[src/rtl/core/sbsh_pkg.sv]
// Shared types, command codes and SHA-256 constants for the byte stream hasher.
package sbsh_pkg;

  typedef struct packed {
    logic [7:0] data_byte;
    logic       last_byte;
  } in_t;

  typedef struct packed {
    logic [31:0] digest_word;
    logic [2:0]  word_index;
    logic        last_word;
  } out_t;

  // byte source for a push into the block register
  localparam logic [1:0] SEL_IN   = 2'd0;
  localparam logic [1:0] SEL_PAD  = 2'd1;
  localparam logic [1:0] SEL_ZERO = 2'd2;
  localparam logic [1:0] SEL_LEN  = 2'd3;

  typedef struct packed {
    logic       push;      // shift one byte into the block
    logic [1:0] sel;       // byte source
    logic       count;     // add 8 to the bit length
    logic       start;     // load working vars from hash state
    logic       round;     // run one compression round
    logic [5:0] rnd;       // round number
    logic       final_add; // fold working vars into hash state
    logic       load_out;  // copy digest to output buffer, reinit hash
  } cmd_t;

  typedef struct packed {
    logic [5:0] fill;
    logic       out_busy;
  } sts_t;

  localparam logic [31:0] H_INIT [8] = '{
    32'h6a09e667, 32'hbb67ae85, 32'h3c6ef372, 32'ha54ff53a,
    32'h510e527f, 32'h9b05688c, 32'h1f83d9ab, 32'h5be0cd19
  };

  localparam logic [31:0] ROUND_K [64] = '{
    32'h428a2f98, 32'h71374491, 32'hb5c0fbcf, 32'he9b5dba5,
    32'h3956c25b, 32'h59f111f1, 32'h923f82a4, 32'hab1c5ed5,
    32'hd807aa98, 32'h12835b01, 32'h243185be, 32'h550c7dc3,
    32'h72be5d74, 32'h80deb1fe, 32'h9bdc06a7, 32'hc19bf174,
    32'he49b69c1, 32'hefbe4786, 32'h0fc19dc6, 32'h240ca1cc,
    32'h2de92c6f, 32'h4a7484aa, 32'h5cb0a9dc, 32'h76f988da,
    32'h983e5152, 32'ha831c66d, 32'hb00327c8, 32'hbf597fc7,
    32'hc6e00bf3, 32'hd5a79147, 32'h06ca6351, 32'h14292967,
    32'h27b70a85, 32'h2e1b2138, 32'h4d2c6dfc, 32'h53380d13,
    32'h650a7354, 32'h766a0abb, 32'h81c2c92e, 32'h92722c85,
    32'ha2bfe8a1, 32'ha81a664b, 32'hc24b8b70, 32'hc76c51a3,
    32'hd192e819, 32'hd6990624, 32'hf40e3585, 32'h106aa070,
    32'h19a4c116, 32'h1e376c08, 32'h2748774c, 32'h34b0bcb5,
    32'h391c0cb3, 32'h4ed8aa4a, 32'h5b9cca4f, 32'h682e6ff3,
    32'h748f82ee, 32'h78a5636f, 32'h84c87814, 32'h8cc70208,
    32'h90befffa, 32'ha4506ceb, 32'hbef9a3f7, 32'hc67178f2
  };

endpackage

[src/rtl/core/sbsh_ctrl.sv]
// Sequencer for absorb, padding, compression rounds and digest hand-off.
module sbsh_ctrl (
  input  logic          clk,
  input  logic          rst,
  input  logic          in_valid,
  input  logic          in_last,
  output logic          in_ready,
  input  sbsh_pkg::sts_t sts,
  output sbsh_pkg::cmd_t cmd
);
  import sbsh_pkg::*;

  localparam logic [2:0] S_ABSORB = 3'd0;
  localparam logic [2:0] S_PAD80  = 3'd1;
  localparam logic [2:0] S_PADZ   = 3'd2;
  localparam logic [2:0] S_PADLEN = 3'd3;
  localparam logic [2:0] S_ROUND  = 3'd4;
  localparam logic [2:0] S_FINAL  = 3'd5;
  localparam logic [2:0] S_OUT    = 3'd6;

  logic [2:0] state, state_next;
  logic [2:0] resume, resume_next;
  logic [5:0] rnd, rnd_next;
  logic       full;

  assign full = (sts.fill == 6'd63);

  always_comb begin
    cmd         = '0;
    cmd.rnd     = rnd;
    in_ready    = 1'b0;
    state_next  = state;
    resume_next = resume;
    rnd_next    = rnd;
    unique case (state)
      S_ABSORB: begin
        in_ready = 1'b1;
        if (in_valid) begin
          cmd.push  = 1'b1;
          cmd.sel   = SEL_IN;
          cmd.count = 1'b1;
          if (full) begin
            cmd.start   = 1'b1;
            state_next  = S_ROUND;
            rnd_next    = 6'd0;
            resume_next = in_last ? S_PAD80 : S_ABSORB;
          end else if (in_last) begin
            state_next = S_PAD80;
          end
        end
      end
      S_PAD80: begin
        cmd.push = 1'b1;
        cmd.sel  = SEL_PAD;
        if (full) begin
          cmd.start   = 1'b1;
          state_next  = S_ROUND;
          rnd_next    = 6'd0;
          resume_next = S_PADZ;
        end else begin
          state_next = S_PADZ;
        end
      end
      S_PADZ: begin
        if (sts.fill == 6'd56) begin
          state_next = S_PADLEN;
        end else begin
          cmd.push = 1'b1;
          cmd.sel  = SEL_ZERO;
          if (full) begin
            cmd.start   = 1'b1;
            state_next  = S_ROUND;
            rnd_next    = 6'd0;
            resume_next = S_PADZ;
          end
        end
      end
      S_PADLEN: begin
        cmd.push = 1'b1;
        cmd.sel  = SEL_LEN;
        if (full) begin
          cmd.start   = 1'b1;
          state_next  = S_ROUND;
          rnd_next    = 6'd0;
          resume_next = S_OUT;
        end
      end
      S_ROUND: begin
        cmd.round = 1'b1;
        rnd_next  = rnd + 6'd1;
        if (rnd == 6'd63) state_next = S_FINAL;
      end
      S_FINAL: begin
        cmd.final_add = 1'b1;
        state_next    = resume;
      end
      S_OUT: begin
        if (!sts.out_busy) begin
          cmd.load_out = 1'b1;
          state_next   = S_ABSORB;
        end
      end
      default: begin
        state_next = S_ABSORB;
      end
    endcase
  end

  always_ff @(posedge clk) begin
    if (rst) begin
      state  <= S_ABSORB;
      resume <= S_ABSORB;
      rnd    <= 6'd0;
    end else begin
      state  <= state_next;
      resume <= resume_next;
      rnd    <= rnd_next;
    end
  end

`ifndef ASSERT_OFF
  a_start_round: assert property (@(posedge clk) disable iff (rst)
    cmd.start |=> (state == S_ROUND) && (rnd == 6'd0))
    else $error("block start did not enter round 0");

  a_last_round: assert property (@(posedge clk) disable iff (rst)
    (state == S_ROUND) && (rnd == 6'd63) |=> state == S_FINAL)
    else $error("round 63 not followed by final add");

  a_pad_len_start: assert property (@(posedge clk) disable iff (rst)
    (state == S_PADLEN) |-> (sts.fill >= 6'd56))
    else $error("length bytes pushed below byte 56");
`endif

endmodule

[src/rtl/core/sbsh_datapath.sv]
// Block shift register, message schedule, round logic, hash state and output buffer.
module sbsh_datapath (
  input  logic           clk,
  input  logic           rst,
  input  sbsh_pkg::cmd_t cmd,
  input  logic [7:0]     in_byte,
  output sbsh_pkg::sts_t sts,
  output logic           out_valid,
  input  logic           out_ready,
  output sbsh_pkg::out_t out_data
);
  import sbsh_pkg::*;

  function automatic logic [31:0] rotr(input logic [31:0] x, input int n);
    return (x >> n) | (x << (32 - n));
  endfunction

  logic [511:0] blk;         // word i at [511-32i -: 32]; also the schedule window
  logic [5:0]   fill;
  logic [63:0]  msg_bits;
  logic [31:0]  hash [8];
  logic [31:0]  wk [8];      // a..h
  logic [255:0] obuf;
  logic [2:0]   out_cnt;

  logic [7:0]  push_byte;
  logic [31:0] w0, w1, w9, w14, w_new, sig0, sig1;
  logic [31:0] big_s0, big_s1, ch, maj, t1, t2;

  always_comb begin
    unique case (cmd.sel)
      SEL_IN:   push_byte = in_byte;
      SEL_PAD:  push_byte = 8'h80;
      SEL_ZERO: push_byte = 8'h00;
      SEL_LEN:  push_byte = msg_bits[{3'd7 - fill[2:0], 3'b000} +: 8];
    endcase
  end

  assign w0    = blk[511:480];
  assign w1    = blk[479:448];
  assign w9    = blk[223:192];
  assign w14   = blk[63:32];
  assign sig0  = rotr(w1, 7) ^ rotr(w1, 18) ^ (w1 >> 3);
  assign sig1  = rotr(w14, 17) ^ rotr(w14, 19) ^ (w14 >> 10);
  assign w_new = w0 + sig0 + w9 + sig1;

  assign big_s1 = rotr(wk[4], 6) ^ rotr(wk[4], 11) ^ rotr(wk[4], 25);
  assign ch     = (wk[4] & wk[5]) ^ (~wk[4] & wk[6]);
  assign t1     = wk[7] + big_s1 + ch + ROUND_K[cmd.rnd] + w0;
  assign big_s0 = rotr(wk[0], 2) ^ rotr(wk[0], 13) ^ rotr(wk[0], 22);
  assign maj    = (wk[0] & wk[1]) ^ (wk[0] & wk[2]) ^ (wk[1] & wk[2]);
  assign t2     = big_s0 + maj;

  // payload registers
  always_ff @(posedge clk) begin
    if (cmd.push) begin
      blk <= {blk[503:0], push_byte};
    end else if (cmd.round) begin
      blk <= {blk[479:0], w_new};
    end
    if (cmd.start) begin
      for (int i = 0; i < 8; i++) wk[i] <= hash[i];
    end else if (cmd.round) begin
      wk[7] <= wk[6];
      wk[6] <= wk[5];
      wk[5] <= wk[4];
      wk[4] <= wk[3] + t1;
      wk[3] <= wk[2];
      wk[2] <= wk[1];
      wk[1] <= wk[0];
      wk[0] <= t1 + t2;
    end
    if (cmd.load_out) begin
      obuf <= {hash[0], hash[1], hash[2], hash[3], hash[4], hash[5], hash[6], hash[7]};
    end else if (out_valid && out_ready) begin
      obuf <= {obuf[223:0], 32'h0};
    end
  end

  // control and hash state
  always_ff @(posedge clk) begin
    if (rst) begin
      fill      <= 6'd0;
      msg_bits  <= 64'd0;
      out_valid <= 1'b0;
      out_cnt   <= 3'd0;
      for (int i = 0; i < 8; i++) hash[i] <= H_INIT[i];
    end else begin
      if (cmd.push) fill <= fill + 6'd1;
      if (cmd.count) msg_bits <= msg_bits + 64'd8;
      if (cmd.final_add) begin
        for (int i = 0; i < 8; i++) hash[i] <= hash[i] + wk[i];
      end
      if (cmd.load_out) begin
        for (int i = 0; i < 8; i++) hash[i] <= H_INIT[i];
        msg_bits  <= 64'd0;
        fill      <= 6'd0;
        out_valid <= 1'b1;
        out_cnt   <= 3'd0;
      end else if (out_valid && out_ready) begin
        out_cnt <= out_cnt + 3'd1;
        if (out_cnt == 3'd7) out_valid <= 1'b0;
      end
    end
  end

  assign sts.fill     = fill;
  assign sts.out_busy = out_valid;

  assign out_data.digest_word = obuf[255:224];
  assign out_data.word_index  = out_cnt;
  assign out_data.last_word   = (out_cnt == 3'd7);

`ifndef ASSERT_OFF
  a_full_starts: assert property (@(posedge clk) disable iff (rst)
    cmd.push && (fill == 6'd63) |-> cmd.start)
    else $error("full block not started");

  a_final_empty: assert property (@(posedge clk) disable iff (rst)
    cmd.final_add |-> (fill == 6'd0) && !cmd.push)
    else $error("final add with partial block");

  a_load_free: assert property (@(posedge clk) disable iff (rst)
    cmd.load_out |-> !out_valid)
    else $error("digest loaded over pending words");
`endif

endmodule

[src/rtl/core/sha256_byte_stream_hasher.sv]
// Top level of the SHA-256 byte stream hasher: controller plus datapath.
//
// Input channel (in_valid/in_ready/in_data): one message byte per transfer,
// last_byte set on the final byte of a message. Messages hold at least one byte.
// Output channel (out_valid/out_ready/out_data): eight transfers per message,
// digest words H0..H7 with word_index 0..7, last_word set on the eighth.
//
// Throughput: one byte transfer per cycle while a block fills. The 64th
// byte of a block starts 64 compression rounds (one per cycle, single round
// unit) and then a fold into the hash state, during which no byte is taken.
// After the last byte: the marker and zero bytes go in one per cycle, outside
// compression, up to byte 56, a state with no push, then eight length bytes
// (one more block when fewer than 9 bytes were free); each block is compressed
// and the digest buffer loads once no words are pending; then word 0 is valid.
// The digest sits in its own buffer, so a stalled receiver does not block
// the next message until its digest is ready while words are still pending.
// Reset (rst, synchronous) restores the initial hash values, clears the
// length and fill counts and drops any pending digest words.
module sha256_byte_stream_hasher (
  input  logic           clk,
  input  logic           rst,
  input  logic           in_valid,
  output logic           in_ready,
  input  sbsh_pkg::in_t  in_data,
  output logic           out_valid,
  input  logic           out_ready,
  output sbsh_pkg::out_t out_data
);
  import sbsh_pkg::*;

  cmd_t cmd;
  sts_t sts;

  sbsh_ctrl u_ctrl (
    .clk      (clk),
    .rst      (rst),
    .in_valid (in_valid),
    .in_last  (in_data.last_byte),
    .in_ready (in_ready),
    .sts      (sts),
    .cmd      (cmd)
  );

  sbsh_datapath u_dp (
    .clk       (clk),
    .rst       (rst),
    .cmd       (cmd),
    .in_byte   (in_data.data_byte),
    .sts       (sts),
    .out_valid (out_valid),
    .out_ready (out_ready),
    .out_data  (out_data)
  );

endmodule
[config.mk]
export PLATFORM = sky130hd
export DESIGN_NAME = sha256_byte_stream_hasher
export DESIGN_NICKNAME = d
export VERILOG_FILES = /design/src/rtl/core/sbsh_pkg.sv /design/src/rtl/core/sbsh_ctrl.sv /design/src/rtl/core/sbsh_datapath.sv /design/src/rtl/core/sha256_byte_stream_hasher.sv
export SDC_FILE = /design/constraint.sdc
export NUM_CORES = 2
export LEC_CHECK = 0
export BUFFER_PORTS_ARGS = -buffer_cell sky130_fd_sc_hd__buf_2
export CAP_MARGIN = 20
export CORE_ASPECT_RATIO = 2
export CORE_UTILIZATION = 45
export DETAILED_ROUTE_END_ITERATION = 8
export GPL_TIMING_DRIVEN = 0
export SYNTH_ARGS = -nofsm -noshare
export SYNTH_HDL_FRONTEND = slang
export SYNTH_SLANG_ARGS = --single-unit
[constraint.sdc]
create_clock -name clk -period 16.2 [get_ports clk]
set_input_delay 1.62 -clock clk [delete_from_list [all_inputs] [get_ports clk]]
set_output_delay 1.62 -clock clk [all_outputs]
set_load 0.005 [all_outputs]
==> impl_metrics.yaml <==
clock_tree:
  cts_setup_buffers: 0
  cts_hold_buffers: 0
  clk_latency_ns: 0.88
  clock-root-buffer: "clkbuf_16"
  cts.htree.levels: 4
  clk_pin_slew_worst_paths_ns: 0.07
  numCtsBuffers: 143
  cts_tree: "done"
  cts_max_path_buffers: 4
  cts.sinks: 1363
  cts_resized: 0
flow_run:
  drv_cap: 0
worst_setup_path:
  worstPathRequired_ns: 16.90
  crit_buf_inv: 5
  rr_worst_depth: 38
  ff2ff_setup_slack_ns: 0.50
  end_kind: "register"
  crit_top_cell: "a21o_1"
  critPathKind: "reg2reg"
  crit_arrival_ns: 16.40
  r2r_end: "u_dp.wk[0][29]"
  cp.depth: 38
  crit_family: "compound AO/OA/AOI/OAI gates"
  slowest_stage: "a211oi_1"
  worst-path-max-fanout: 14
  crit_path_start_kind: "register"
  critPathMaxStageDelay_ns: 0.98
  r2r_start: "u_ctrl.rnd[1]"
timing:
  hold_violations: 0
  rsz0062_at_grt: "false"
  worst_slew_pin_slew_ns: 1.382
  finalWorstSetupSlack_ns: 0.5042
  timing.final.crit_share_pct: 96.89
  setup_viol: 0
  finalClockSkew_ns: 0.07359
  fin_crit_ns: 15.70
  fin_setup_tns_ns: 0
  fmax_mhz: 63.71
  slew_headroom_pct: 7.858
  finalMaxSlewViolations: 0
worst_hold_path:
  min_from: "u_ctrl.resume[0]"
  whs_endpoint: "u_ctrl.resume[0]"
  hold_depth: 2
  hold_class: "reg2reg"
die:
  die_w_um: 306.8
  io_pins: 51
  start_util_pct: 45.34
  die_area_mm2: 0.1877
  core_area_mm2: 0.1844
  die_y_um: 611.6
  core.rowCount: 223
synth:
  ys.flop_type: "edfxtp_1"
  seq_area_frac_synth_pct: 46.42
  avgSynthCellArea_um2: 9.626
  syn_inst: 8687
  ys_warn_count: 0
  async_flop_share_pct: 0
  synth_edf_count: 1152
  synth.distinct_cells: 95
  synthesis.nets: 9294
  synth_area_mm2: 0.08363
  ys_ff_latch: 1363
power_and_ir_drop:
  p_per_area_mw_per_mm2: 210.7
  vdd_drop_max_mv: 0.3078
  leakagePower_nw: 39.61
route:
  drc: 0
  vias_per_cell: 5.825
  first_iter_violations: 5127
  num_vias: 67360
  drt_wl_total_um: 367700
  avgRoutedWirePerCell_um: 31.80
  drt_pass1_iterations: 6
  drt.antenna.violating_nets: 0
global_routing:
  grt_pass1_wl_um: 509100
  busiest_layer: "met2"
  grt_max_degree: 78
  grt_pass1_vias: 70220
  use_met3_pct: 8.020
  use_met1_pct: 29.41
  grt_use_met2_pct: 72.03
  track_usage_pct: 39.28
  grt_overflow: 0
  antenna_found_initial: 15
place:
  place_hpwl_um: 294100
  gp_congestion: 1.053
  post-place-cells: 11280
  place_ws_ns: 0.9216
  portBuffers: 50
final_layout:
  nets: 9582
  area_delta_synth_final_pct: 11.42
  layout.cells.most_common: "nand2_1"
  finalNonFillerCells: 11560
  mostFrequentLayoutCells: "nand2_1, edfxtp_1, a21oi_1"
  post_route_cells_drive_above_1_share_pct: 7.957
outcome:
  run_status: "finished, final reports clean"
-- layout make-up --
class	instances	area, µm²
antenna	14	35.03
buffer	494	2019
clock buffer	173	3837
clock inverter	71	655.6
fill	17400	91260
inverter	350	1319
multi-input combinational	6480	41600
sequential	1363	38820
tap	2475	3097
timing repair buffer	143	1792
-- tightest hold or removal path, stage by stage, from the launching register on --
cell and delay [ns]:
dfxtp_1 0.31, nand2_1 0.05, a21oi_1 0.05
-- per-layer routing --
| layer | wire length [µm] | part of all wire (%) | vias to the layer above |
|---|---|---|---|
| met4 | 59350 | 16 | 4 |
| met5 | 30 | 0.0082 | - |
| li1 | - | - | 30470 |
| met3 | 18850 | 5.1 | 1629 |
| met2 | 192500 | 52 | 2814 |
| met1 | 96950 | 26 | 32440 |
-- logic make-up (layout without fill, tap and decap cells) --
logic type / count (synthesis) / in the layout / synth area share [%]
compound gates: 1480 / 1480 / 11.10
xor+xnor: 613 / 613 / 6.420
fa+ha+maj: 598 / 598 / 10.69
buf+inv: 844 / 1231 / 3.935
flops: 1363 / 1363 / 46.42
mux: 296 / 296 / 4.171
other cells: 0 / 14 / 0
simple gates: 3493 / 3493 / 17.27
-- flip-flops by register name (all words and copies together), names as in the netlist --
name and flops:
u_ctrl.state 3, u_dp.out_valid 1, u_ctrl.rnd 6, u_ctrl.resume 3
u_dp.msg_bits 61, u_dp.wk 256, u_dp.obuf 256, u_dp.blk 512
u_dp.fill 6, u_dp.hash 256, u_dp.out_cnt 3
-- metrics by stage --
| step | hold slack, ns | cell area (µm²) | power (W) | util [%] |
|---|---|---|---|---|
| CTS | 0.4558 | 92880 | 0.01928 | 50.36 |
| detailed placement | 0.4462 | 88380 | 0.01586 | 47.92 |
| global placement | 0.4386 | 86970 | 0.01597 | 47.16 |
| finish | 0.4513 | 93170 | 0.01963 | 50.52 |
| floorplan | 0.4268 | 83630 | 0.01231 | - |
| global route | 0.4966 | 93140 | 0.02058 | 50.50 |
-- report_power, final --
part / internal (W) / switching [W]
combinational: 0.00395 / 0.00700
clock: 0.00186 / 0.00150
sequential: 0.00468 / 0.000627
-- Yosys cell counts, types with 38 or more instances --
master | number | share of area, %
a211oi_1 | 49 | 0.44
a21o_1 | 193 | 1.7
a21oi_1 | 438 | 2.6
a31oi_1 | 53 | 0.40
and2_1 | 57 | 0.43
and3_1 | 50 | 0.37
clkbuf_1 | 427 | 1.9
dfxtp_1 | 211 | 5.1
edfxtp_1 | 1152 | 41
fa_1 | 195 | 4.7
ha_1 | 399 | 6.0
inv_1 | 345 | 1.5
mux2_2 | 230 | 3.1
mux2i_1 | 47 | 0.56
nand2_1 | 2538 | 11
nand2b_1 | 78 | 0.58
nand3_1 | 109 | 0.65
nor2_1 | 372 | 1.7
nor2b_1 | 43 | 0.32
nor3_1 | 87 | 0.52
o211ai_1 | 61 | 0.55
o21a_1 | 59 | 0.53
o21ai_0 | 334 | 2.0
o21ai_1 | 47 | 0.28
or3_1 | 38 | 0.28
xnor2_1 | 360 | 3.8
xor2_1 | 253 | 2.6
-- how the worst max path moves through the flow --
stage | startpoint | endpoint | slack [ns]
3_3_place_gp | u_ctrl.state[1] | u_dp.blk[90] | -6.92
6_report | u_ctrl.rnd[1] | u_dp.wk[0][29] | 0.50
4_1_cts | u_ctrl.rnd[0] | u_dp.wk[0][29] | 0.92
2_1_floorplan | in_valid | u_dp.blk[0] | 1.47
5_1_grt | u_ctrl.rnd[0] | u_dp.wk[0][29] | 0.37
3_5_place_dp | u_ctrl.rnd[0] | u_dp.wk[0][29] | 0.92
Note: power is estimated with default switching activity, not from simulation.
